**config.mk**
```make
export PLATFORM = sky130hd
export DESIGN_NAME = lcd_scanline_mode_sequencer_unit
export DESIGN_NICKNAME = d
export VERILOG_FILES = /design/src/hdl/lcdsms_pkg.sv /design/src/hdl/lcd_scanline_mode_sequencer_unit.sv
export SDC_FILE = /design/constraint.sdc
export NUM_CORES = 1
export LEC_CHECK = 0
export BUFFER_PORTS_ARGS = -buffer_cell sky130_fd_sc_hd__buf_2
export CAP_MARGIN = 20
export CORE_ASPECT_RATIO = 1.2
export CORE_MARGIN = 2
export CORE_UTILIZATION = 44
export DETAILED_ROUTE_END_ITERATION = 6
export GPL_TIMING_DRIVEN = 0
export HOLD_SLACK_MARGIN = 0.05
export PLACE_DENSITY = 0.65
export SLEW_MARGIN = 20
export SYNTH_ARGS = -nofsm -noshare
export SYNTH_HDL_FRONTEND = slang
export SYNTH_SLANG_ARGS = --single-unit
```
**constraint.sdc**
```tcl
create_clock -name clk -period 6.15 [get_ports clk]
set_clock_uncertainty 0.15 [all_clocks]
set_input_delay 1.23 -clock clk [delete_from_list [all_inputs] [get_ports clk]]
set_output_delay 1.23 -clock clk [all_outputs]
set_load 0.01 [all_outputs]
```
**src/hdl/lcdsms_pkg.sv**
```systemverilog
`timescale 1ns / 1ps
// ----------------------------------------------------------------------------
// lcdsms_pkg
// Shared types and constants for the LCD scan-line mode sequencer.
// ----------------------------------------------------------------------------
package lcdsms_pkg;

  // Default phase lengths and line counts of the scan timing.
  localparam int SEARCH_CYCLES_DEF   = 80;
  localparam int TRANSFER_CYCLES_DEF = 172;
  localparam int HBLANK_CYCLES_DEF   = 204;
  localparam int LINE_CYCLES_DEF     = 456;
  localparam int VISIBLE_LINES_DEF   = 144;
  localparam int TOTAL_LINES_DEF     = 154;

  // Field widths.
  localparam int CYCLES_W = 6;
  localparam int COUNT_W  = 10;
  localparam int LINE_W   = 8;
  localparam int PHASE_W  = 2;
  localparam int CFG_IDX_W  = 8;
  localparam int CFG_DATA_W = 8;
  localparam int IN_DATA_W  = 8;
  localparam int OUT_DATA_W = 24;

  // Accumulator ceiling.
  localparam logic [COUNT_W-1:0] COUNT_MAX = {COUNT_W{1'b1}};

  // Phase codes as seen on the result stream.
  localparam logic [PHASE_W-1:0] PH_HBLANK   = 2'd0;
  localparam logic [PHASE_W-1:0] PH_VBLANK   = 2'd1;
  localparam logic [PHASE_W-1:0] PH_SEARCH   = 2'd2;
  localparam logic [PHASE_W-1:0] PH_TRANSFER = 2'd3;

  // Configuration register indexes.
  localparam logic [CFG_IDX_W-1:0] REG_COMPARE_LINE  = 8'd0;
  localparam logic [CFG_IDX_W-1:0] REG_HBLANK_IRQ_EN = 8'd1;
  localparam logic [CFG_IDX_W-1:0] REG_COMPARE_IRQ_EN = 8'd2;

  // Sequencer state, one-hot.
  typedef enum logic [3:0] {
    ST_HBLANK   = 4'b0001,
    ST_VBLANK   = 4'b0010,
    ST_SEARCH   = 4'b0100,
    ST_TRANSFER = 4'b1000
  } state_t;

  // One result item.
  typedef struct packed {
    logic [LINE_W-1:0]  render_index;
    logic               render_line;
    logic               vblank_irq;
    logic               status_irq;
    logic               compare_match;
    logic [LINE_W-1:0]  line;
    logic [PHASE_W-1:0] phase;
  } result_t;

endpackage

```
**src/hdl/lcd_scanline_mode_sequencer_unit.sv**
```systemverilog
`timescale 1ns / 1ps
// ----------------------------------------------------------------------------
// lcd_scanline_mode_sequencer_unit
// Steps an LCD controller through line search, pixel transfer, horizontal
// blank and vertical blank from a stream of elapsed-cycle ticks.
// ----------------------------------------------------------------------------
// Each request on the input stream carries the number of clock cycles that
// have elapsed since the previous one. The block adds them to a saturating
// 10-bit accumulator and, when the current phase has run its length, moves to
// the next phase and subtracts that length; at most one phase change happens
// per request. Every input request produces exactly one result request,
// carrying the phase, the line counter, the line-compare flag and the pulses
// for status interrupt, vertical-blank interrupt, line render (with its index)
// and frame done (on tlast). The block takes one request per clock cycle
// while the result stream does not stall, and the result appears in the
// cycle after acceptance: the whole update is a single add, compare and
// subtract between the state registers and the output register, which
// lets a new request in whenever it is empty or being drained in the same
// cycle. Configuration is written through its own channel, which is always
// ready, and should only be changed while no request is in flight.
// ----------------------------------------------------------------------------
module lcd_scanline_mode_sequencer_unit
  import lcdsms_pkg::*;
#(
  parameter int SEARCH_CYCLES   = SEARCH_CYCLES_DEF,
  parameter int TRANSFER_CYCLES = TRANSFER_CYCLES_DEF,
  parameter int HBLANK_CYCLES   = HBLANK_CYCLES_DEF,
  parameter int LINE_CYCLES     = LINE_CYCLES_DEF,
  parameter int VISIBLE_LINES   = VISIBLE_LINES_DEF,
  parameter int TOTAL_LINES     = TOTAL_LINES_DEF
) (
  input  logic                  clk,
  input  logic                  rst,
  // Configuration write channel.
  input  logic                  cfg_valid,
  output logic                  cfg_ready,
  input  logic [CFG_IDX_W-1:0]  cfg_index,
  input  logic [CFG_DATA_W-1:0] cfg_data,
  // Tick stream.
  input  logic                  s_tvalid,
  output logic                  s_tready,
  input  logic [IN_DATA_W-1:0]  s_tdata,   // [5:0] cycles, [7:6] zero
  // Result stream.
  output logic                  m_tvalid,
  input  logic                  m_tready,
  output logic [OUT_DATA_W-1:0] m_tdata,   // [1:0] phase, [9:2] line,
                                           // [10] compare_match,
                                           // [11] status_irq, [12] vblank_irq,
                                           // [13] render_line,
                                           // [21:14] render_index, [23:22] zero
  output logic                  m_tlast    // frame_done
);

  // Phase lengths and line limits at the widths of the counters they meet.
  localparam logic [COUNT_W-1:0] SEARCH_LEN   = COUNT_W'(SEARCH_CYCLES);
  localparam logic [COUNT_W-1:0] TRANSFER_LEN = COUNT_W'(TRANSFER_CYCLES);
  localparam logic [COUNT_W-1:0] HBLANK_LEN   = COUNT_W'(HBLANK_CYCLES);
  localparam logic [COUNT_W-1:0] LINE_LEN     = COUNT_W'(LINE_CYCLES);
  localparam logic [LINE_W-1:0]  VISIBLE_LIM  = LINE_W'(VISIBLE_LINES);
  localparam logic [LINE_W-1:0]  TOTAL_LIM    = LINE_W'(TOTAL_LINES);

  // Configuration registers.
  logic [LINE_W-1:0] compare_line;
  logic              hblank_irq_enable;
  logic              compare_irq_enable;

  // Sequencer state.
  state_t             state, state_next;
  logic [COUNT_W-1:0] cycle_count, cycle_count_next;
  logic [LINE_W-1:0]  line_count, line_count_next;
  logic               match_flag, match_flag_next;

  // Output register.
  result_t result, result_next;
  logic    frame_done, frame_done_next;

  logic               accept;
  logic [COUNT_W:0]   sum;
  logic [COUNT_W-1:0] acc;
  logic [LINE_W-1:0]  line_inc;
  logic [PHASE_W-1:0] phase_code;

  assign cfg_ready = 1'b1;

  // A new tick may enter whenever the output register is empty or drains now.
  assign s_tready = !m_tvalid || m_tready;
  assign accept   = s_tvalid && s_tready;

  always_ff @(posedge clk) begin
    if (rst) begin
      compare_line       <= '0;
      hblank_irq_enable  <= 1'b0;
      compare_irq_enable <= 1'b0;
    end else if (cfg_valid && cfg_ready) begin
      unique case (cfg_index)
        REG_COMPARE_LINE:   compare_line       <= cfg_data;
        REG_HBLANK_IRQ_EN:  hblank_irq_enable  <= cfg_data[0];
        REG_COMPARE_IRQ_EN: compare_irq_enable <= cfg_data[0];
        default: ;  // unknown indexes are ignored
      endcase
    end
  end

  // The accumulator saturates rather than wrapping.
  assign sum      = {1'b0, cycle_count} + (COUNT_W+1)'(s_tdata[CYCLES_W-1:0]);
  assign acc      = sum[COUNT_W] ? COUNT_MAX : sum[COUNT_W-1:0];
  assign line_inc = line_count + LINE_W'(1);

  always_comb begin
    state_next       = state;
    cycle_count_next = acc;
    line_count_next  = line_count;
    match_flag_next  = match_flag;
    result_next      = '0;
    frame_done_next  = 1'b0;

    unique case (state)
      ST_SEARCH: begin
        if (acc >= SEARCH_LEN) begin
          cycle_count_next = acc - SEARCH_LEN;
          state_next       = ST_TRANSFER;
        end
      end
      ST_TRANSFER: begin
        if (acc >= TRANSFER_LEN) begin
          cycle_count_next       = acc - TRANSFER_LEN;
          match_flag_next        = (line_count == compare_line);
          result_next.status_irq = hblank_irq_enable ||
                                   ((line_count == compare_line) && compare_irq_enable);
          state_next             = ST_HBLANK;
        end
      end
      ST_HBLANK: begin
        if (acc >= HBLANK_LEN) begin
          cycle_count_next         = acc - HBLANK_LEN;
          result_next.render_line  = 1'b1;
          result_next.render_index = line_count;
          line_count_next          = line_inc;
          if (line_inc < VISIBLE_LIM) begin
            state_next = ST_SEARCH;
          end else begin
            result_next.vblank_irq = 1'b1;
            state_next             = ST_VBLANK;
          end
        end
      end
      ST_VBLANK: begin
        if (acc >= LINE_LEN) begin
          cycle_count_next = acc - LINE_LEN;
          line_count_next  = line_inc;
          if (line_inc >= TOTAL_LIM) begin
            frame_done_next = 1'b1;
            line_count_next = '0;
            state_next      = ST_SEARCH;
          end
        end
      end
      default: state_next = ST_SEARCH;
    endcase

    unique case (state_next)
      ST_HBLANK:   phase_code = PH_HBLANK;
      ST_VBLANK:   phase_code = PH_VBLANK;
      ST_SEARCH:   phase_code = PH_SEARCH;
      ST_TRANSFER: phase_code = PH_TRANSFER;
      default:     phase_code = PH_SEARCH;
    endcase

    result_next.phase         = phase_code;
    result_next.line          = line_count_next;
    result_next.compare_match = match_flag_next;
  end

  always_ff @(posedge clk) begin
    if (rst) begin
      state       <= ST_SEARCH;
      cycle_count <= '0;
      line_count  <= '0;
      match_flag  <= 1'b0;
    end else if (accept) begin
      state       <= state_next;
      cycle_count <= cycle_count_next;
      line_count  <= line_count_next;
      match_flag  <= match_flag_next;
    end
  end

  always_ff @(posedge clk) begin
    if (rst) begin
      m_tvalid <= 1'b0;
    end else if (accept) begin
      m_tvalid <= 1'b1;
    end else if (m_tready) begin
      m_tvalid <= 1'b0;
    end
  end

  always_ff @(posedge clk) begin
    if (accept) begin
      result     <= result_next;
      frame_done <= frame_done_next;
    end
  end

  assign m_tdata = OUT_DATA_W'(result);
  assign m_tlast = frame_done;

`ifndef NO_ASSERTIONS
  // A finished visible line always leads into line search or vertical blank.
  a_render_phase: assert property (@(posedge clk) disable iff (rst)
    m_tvalid && result.render_line |->
      (result.phase == PH_SEARCH) || (result.phase == PH_VBLANK))
    else $error("render pulse with unexpected phase");

  // The vertical-blank interrupt only comes with the last visible line.
  a_vblank_render: assert property (@(posedge clk) disable iff (rst)
    m_tvalid && result.vblank_irq |-> result.render_line &&
      (result.phase == PH_VBLANK))
    else $error("vblank interrupt without line render");

  // Frame done restarts the frame at line zero in line search.
  a_frame_restart: assert property (@(posedge clk) disable iff (rst)
    m_tvalid && frame_done |-> (result.line == '0) && (result.phase == PH_SEARCH))
    else $error("frame done without restart");

  // The render index is zero whenever no line is rendered.
  a_index_idle: assert property (@(posedge clk) disable iff (rst)
    m_tvalid && !result.render_line |-> result.render_index == '0)
    else $error("render index set without render pulse");

  // The accumulator only changes when a tick is taken.
  a_count_hold: assert property (@(posedge clk) disable iff (rst)
    !accept |=> $stable(cycle_count))
    else $error("cycle count moved without a tick");
`endif

endmodule

```
==> impl_metrics.py, run 1 <==
metrics = {
    "floorplanning": {
        "coreArea_mm2": 0.00947,
        "io_pins": 57,
        "std_cell_rows": 39,
        "dieHeight_um": 112,
        "die_area_mm2": 0.0105,
        "dieWidth_um": 93.9,
        "initial_utilization_pct": 45.1,
    },
    "yosys": {
        "yosys_warnings": 0,
        "avgSynthCellArea_um2": 8.53,
        "synth_area_leaders": "edfxtp_1 (16%), dfxtp_1 (16%), ha_1 (4.7%), nor2_1 (4.1%), a21oi_1 (4.0%)",
        "yosysSeqAreaShare_pct": 32.1,
        "yosys.cell_types.count": 83,
        "yosys.area.top_type_share_pct": 16.2,
        "synth_ff_type": "dfxtp_1",
        "synth_most_common_cell": "nor2_1",
        "synth_top_area_cell": "edfxtp_1",
        "synthTopCellsByCount": "nor2_1 (47), nand2_1 (35), a21oi_1 (34), dfxtp_1 (34), clkbuf_1 (24)",
        "synth_seq_cells": 57,
        "synth.cell_area_mm2": 0.00427,
        "synth_edf_count": 23,
        "async_reset_ff_share_pct": 0,
        "netlist_instances": 500,
    },
    "sta": {
        "fin_tns_setup_ps": 0,
        "worstMarginPinSlew_ps": 1040,
        "period_minus_slack_ps": 5400,
        "finalCritPeriodShare_pct": 87.8,
        "setup_ws_ps": 747,
        "drv_slew": 0,
        "holdWs_ps": 312,
        "hold_violations": 0,
        "fmax_mhz": 185,
        "rsz0062_at_grt": "false",
        "finalSetupViolCount": 0,
        "maxSlewHeadroom_pct": 30.1,
    },
    "cells_and_area": {
        "n_antenna_cell": 0,
        "drive_gt1_share_pct": 18.6,
        "area_delta_synth_final_pct": 17.9,
        "fillers": 912,
        "final_util_pct": 53.2,
        "final-seq-area_mm2": 0.00137,
        "multiInputGateArea_mm2": 0.00268,
        "instances_no_fill": 692,
        "nets": 610,
    },
    "clocking": {
        "h-tree-depth": 3,
        "clk_latency_ps": 330,
        "clkSinkCount": 57,
        "cts_root_buf": "clkbuf_16",
        "cts_hold_buf": 0,
        "cts_buffers": 9,
        "clk_pin_slew_worst_paths_ps": 50,
        "clockBufferDepth": 2,
        "cts-resized-gates": 0,
        "cts_setup_buffers": 0,
        "tritoncts": "built",
    },
    "route": {
        "final_antenna_net_count": 0,
        "drt-total-wl_um": 11800,
        "dr_total_vias": 4153,
        "drtPass1Iterations": 5,
        "wl_per_cell_um": 17.1,
        "drc": 0,
        "routed_via_density": 6.00,
        "dr.first_iter.drc_count": 296,
    },
    "placement": {
        "port_buffers": 50,
        "dp_hpwl_um": 8880,
        "gp_congestion": 0.945,
        "preCtsSetupSlack_ps": 561,
        "place_inst": 676,
    },
    "worst_setup_path": {
        "crit_arrival_ps": 5330,
        "crit_fanout": 10,
        "crit_chain": "buf_2 > ha_1 > clkbuf_2 > and3_1 > a2111o_1 > xnor2_2 > nand2_2 > inv_2 > ha_1 > nand2_1 > a2111oi_0 > a211oi_1 > o41ai_2 > a21oi_1 > buf_2 > o211ai_1 > nand2_1",
        "slowest_delay_ps": 560,
        "endpoint_kind": "register",
        "cp.required_ps": 6080,
        "path_delay_family": "compound AO/OA/AOI/OAI gates",
        "crit_type": "input port to register",
        "startpoint_type": "input port",
        "crit_buf_inv": 4,
        "slowest_stage": "o41ai_2",
    },
    "global_route": {
        "grt_max_degree": 27,
        "antenna_found_initial": 0,
        "grt_pass1_vias": 3872,
        "grt.overflow.total": 0,
        "grt_use_total_pct": 23.0,
        "grt_pass1_wl_um": 19200,
    },
    "status": {
        "status": "finished clean",
    },
    "power": {
        "power_density_mw_per_mm2": 289,
        "vdd_drop_max_v": 0.000135,
        "p_leak_nw": 1.92,
    },
    "hold_path": {
        "min_path_type": "register to register",
    },
    "run": {
        "cap_violations": 0,
    },
}
[registers in the layout (all words and copies together) (netlist names)]
name and flops:
m_tvalid 1, cycle_count 10, compare_line 8, line_count 8
match_flag 1, state 4, m_tlast 1, hblank_irq_enable 1
m_tdata 22, compare_irq_enable 1
[logic make-up (layout without fill, tap and decap cells)]
kind of cell | Yosys count | in the layout | share of synthesized area (%)
buffers and inverters | 52 | 120 | 5.45
AOI/OAI and AO/OA | 165 | 165 | 29.2
adders and majority gates | 17 | 17 | 5.16
DFF | 57 | 57 | 32.1
other | 2 | 3 | 0.176
and+or+nand+nor | 174 | 174 | 20.5
xor gates and xnor gates | 21 | 21 | 4.49
muxes | 12 | 12 | 2.87
[cell type report]
| class | instances | area share, % |
|---|---|---|
| well taps | 123 | 3.06 |
| flip-flops and latches | 57 | 27.3 |
| clock buffers | 11 | 5.05 |
| plain buffers | 38 | 3.61 |
| repair buffers | 52 | 5.62 |
| inverters | 14 | 1.04 |
| clock inverters | 5 | 1.04 |
| multi-input cells | 392 | 53.3 |
[cells in the final DEF, fill, tap and decap left out, types with 4 or more instances in the layout]
cell / instances
nor4b_1: 4
dfxtp_1: 34
clkbuf_1: 24
nor3_1: 15
o21ai_0: 21
a21oi_1: 34
xor2_1: 4
a221oi_1: 7
o22ai_1: 4
xnor2_1: 16
clkbuf_16: 10
nor2_1: 47
mux2i_1: 10
o211ai_1: 7
nand3b_1: 6
a41oi_1: 4
and3_1: 6
o221ai_1: 4
nor2b_1: 4
o31ai_1: 4
ha_1: 16
nand2_1: 35
a31oi_1: 12
nand4_1: 7
inv_1: 11
edfxtp_1: 23
buf_2: 59
a21o_1: 9
and2_1: 16
a211oi_1: 10
nand3_1: 18
[power breakdown]
group | switching [mW] | internal [mW] | leakage (nW) | total (mW)
registers | 0.0124 | 0.416 | 0.505 | 0.428
logic | 0.330 | 0.186 | 1.26 | 0.516
clock network | 0.174 | 0.335 | 0.150 | 0.510
[per-layer routing]
metal / global-route usage (%) / share of wire (%) / wire length [µm]
met5: 0 / 0 / 0
met1: 28.6 / 42 / 5010
met3: 3.11 / 4.8 / 572
met4: 10.5 / 3.2 / 375
met2: 39.1 / 50 / 5890
[final timing paths]
path	from	to	slack (ps)	cells past startpoint
worst max register to register	cycle_count[3]$_SDFFE_PP0P_	m_tdata[4]$_DFFE_PP_	1430	16
worst min register to register	hblank_irq_enable$_SDFFE_PP0P_	hblank_irq_enable$_SDFFE_PP0P_	310	2
worst max-delay path	s_tdata[3]	m_tdata[4]$_DFFE_PP_	750	17
worst min-delay path	hblank_irq_enable$_SDFFE_PP0P_	hblank_irq_enable$_SDFFE_PP0P_	310	2
[metrics by stage]
| step | total power, mW | cell area [µm²] |
|---|---|---|
| 4_1_cts | 1.45 | 5030 |
| 3_3_place_gp | 0.930 | 4670 |
| 5_1_grt | 1.53 | 5030 |
| 3_5_place_dp | 0.937 | 4730 |
| 2_1_floorplan | 0.808 | 4270 |
| 6_report | 1.45 | 5030 |
[worst register-to-register path: cells and delay by family (launching register included)]
kind	cells	cell delay, ps
DFF	1	320
buffers and inverters	3	530
AOI/OAI and AO/OA	6	2090
xor gates and xnor gates	1	340
and+or+nand+nor	4	540
adders and majority gates	2	480
Note: power is estimated with default switching activity, not from simulation.
==> inputs of run 2 (changes only) <==
CORE_ASPECT_RATIO = 2   (was 1.2)
==> run 2 against run 1 <==
  * Sequential cell count stayed put
  * Utilization is 0.066 points lower
  * Critical path depth stayed put
  * Largest power group unchanged
  * Largest cell class unchanged
  * Via count is 1.2% higher
  * Critical path type unchanged
==> impl_metrics.py, run 2 (synthesized netlist as in run 1, its figures left out) <==
metrics = {
    "status": {
        "status": "finished clean",
    },
    "sta": {
        "fin_tns_setup_ps": 0,
        "maxSlewHeadroom_pct": 25.7,
        "fmax_mhz": 171,
        "worstMarginPinSlew_ps": 1100,
        "finalCritPeriodShare_pct": 95.0,
        "finalSetupViolCount": 0,
        "rsz0062_at_grt": "false",
        "hold_violations": 0,
        "period_minus_slack_ps": 5840,
        "holdWs_ps": 326,
        "drv_slew": 0,
    },
    "route": {
        "drtPass1Iterations": 5,
        "final_antenna_net_count": 0,
        "drc": 0,
        "dr.first_iter.drc_count": 273,
        "wl_met2_um": 7550,
        "wl_per_cell_um": 20.0,
        "routed_via_density": 6.26,
        "dr_total_vias": 4204,
        "wl_met1_um": 4470,
        "drt-total-wl_um": 13400,
        "top_layer": "met4",
        "met3_length_um": 490,
    },
    "worst_setup_path": {
        "path_delay_family": "compound AO/OA/AOI/OAI gates",
        "crit_buf_inv": 4,
        "slowest_delay_ps": 720,
        "cp.required_ps": 6070,
        "crit_type": "input port to register",
        "slowest_stage": "o41ai_2",
        "endpoint_kind": "register",
        "startpoint_type": "input port",
        "crit_chain": "buf_2 > ha_1 > clkbuf_2 > and3_1 > a2111o_1 > xnor2_2 > nand2_2 > inv_2 > ha_1 > nand2_1 > a2111oi_0 > a211oi_1 > o41ai_2 > a21oi_1 > buf_2 > o211ai_1 > nand2_1",
        "crit_fanout": 10,
        "crit_arrival_ps": 5770,
    },
    "cells_and_area": {
        "drive_gt1_share_pct": 18.3,
        "area_delta_synth_final_pct": 16.8,
        "fillers": 878,
        "final_util_pct": 53.1,
        "largest_reg_flops": 22,
        "nets": 609,
        "n_antenna_cell": 0,
        "multiInputGateArea_mm2": 0.00268,
        "final_common_cell": "buf_2",
        "final_cell_mix": "buf_2 (58), nor2_1 (47), nand2_1 (35)",
        "final-seq-area_mm2": 0.00137,
    },
    "clocking": {
        "clk_latency_ps": 330,
        "clk_pin_slew_worst_paths_ps": 50,
        "cts_buffers": 9,
        "cts_root_buf": "clkbuf_16",
        "tritoncts": "built",
        "h-tree-depth": 3,
        "clockBufferDepth": 2,
        "cts-resized-gates": 0,
        "cts_hold_buf": 0,
        "clkSinkCount": 57,
        "cts_setup_buffers": 0,
    },
    "global_route": {
        "grt_pass1_vias": 4123,
        "grt_use_total_pct": 26.5,
        "grt_pass1_wl_um": 20900,
        "antenna_found_initial": 0,
        "grt.overflow.total": 0,
        "grt_max_degree": 33,
    },
    "floorplanning": {
        "io_pins": 57,
        "die_area_mm2": 0.0105,
        "initial_utilization_pct": 45.5,
        "dieWidth_um": 73.6,
        "std_cell_rows": 50,
        "coreArea_mm2": 0.00938,
        "dieHeight_um": 143,
    },
    "run": {
        "cap_violations": 0,
    },
    "placement": {
        "dp_hpwl_um": 10500,
        "gp_congestion": 1.02,
        "port_buffers": 50,
    },
    "power": {
        "power_density_mw_per_mm2": 294,
        "finalPower_mw": 1.47,
        "vdd_drop_max_v": 0.000148,
        "p_leak_nw": 1.90,
    },
    "hold_path": {
        "min_path_type": "register to register",
    },
}
[run 2: cell count changes in the layout (fill, tap and decap cells not counted), sizes merged]
| cell | before | now |
|---|---|---|
| inv | 13 | 14 |
| buf | 65 | 64 |
| clkinvlp | 1 | 0 |
[run 2: where the power goes]
part,switching (mW),total [mW],internal [mW],leakage [nW]
combinational,0.346,0.530,0.184,1.25
clock,0.174,0.507,0.333,0.151
sequential,0.0123,0.428,0.416,0.505
total,0.532,1.47,0.933,1.90
[run 2: per-stage QoR]
step	instance area [µm²]	setup WS, ps	std cells
2_1_floorplan	4270	1270	501
3_3_place_gp	4650	77.4	655
3_5_place_dp	4680	172	656
4_1_cts	4980	493	672
5_1_grt	4980	95.6	672
6_report	4980	307	672
[run 2: final timing paths]
check        slack (ps)                      startpoint  cells past startpoint                             end
min                 330  hblank_irq_enable$_SDFFE_PP0P_                      2  hblank_irq_enable$_SDFFE_PP0P_
min reg2reg         330  hblank_irq_enable$_SDFFE_PP0P_                      2  hblank_irq_enable$_SDFFE_PP0P_
max reg2reg        1000     cycle_count[3]$_SDFFE_PP0P_                     16            m_tdata[4]$_DFFE_PP_
max                 310                      s_tdata[3]                     17            m_tdata[4]$_DFFE_PP_
[run 2: worst reg2reg max path, stage by stage, from the launching register on]
cell,delay [ps]
dfxtp_1,320
ha_1,260
clkbuf_2,190
and3_1,230
a2111o_1,480
xnor2_2,330
nand2_2,170
inv_2,150
ha_1,250
nand2_1,70
a2111oi_0,580
a211oi_1,230
o41ai_2,720
a21oi_1,210
buf_2,240
o211ai_1,230
nand2_1,70
[run 2: final cells by class]
type,instances,share of cell area [%]
Tap cell,104,2.61
Clock buffer,11,5.07
Inverter,14,1.05
Multi-Input combinational cell,392,53.9
Sequential cell,57,27.5
Clock inverter,5,1.05
Buffer,38,3.64
Timing Repair Buffer,51,5.17
[run 2: per-layer routing]
metal	global-route usage, %	up-vias
met4	18.9	0
met3	4.23	55
met5	0	-
li1	-	2016
met2	49.7	145
met1	24.5	1988
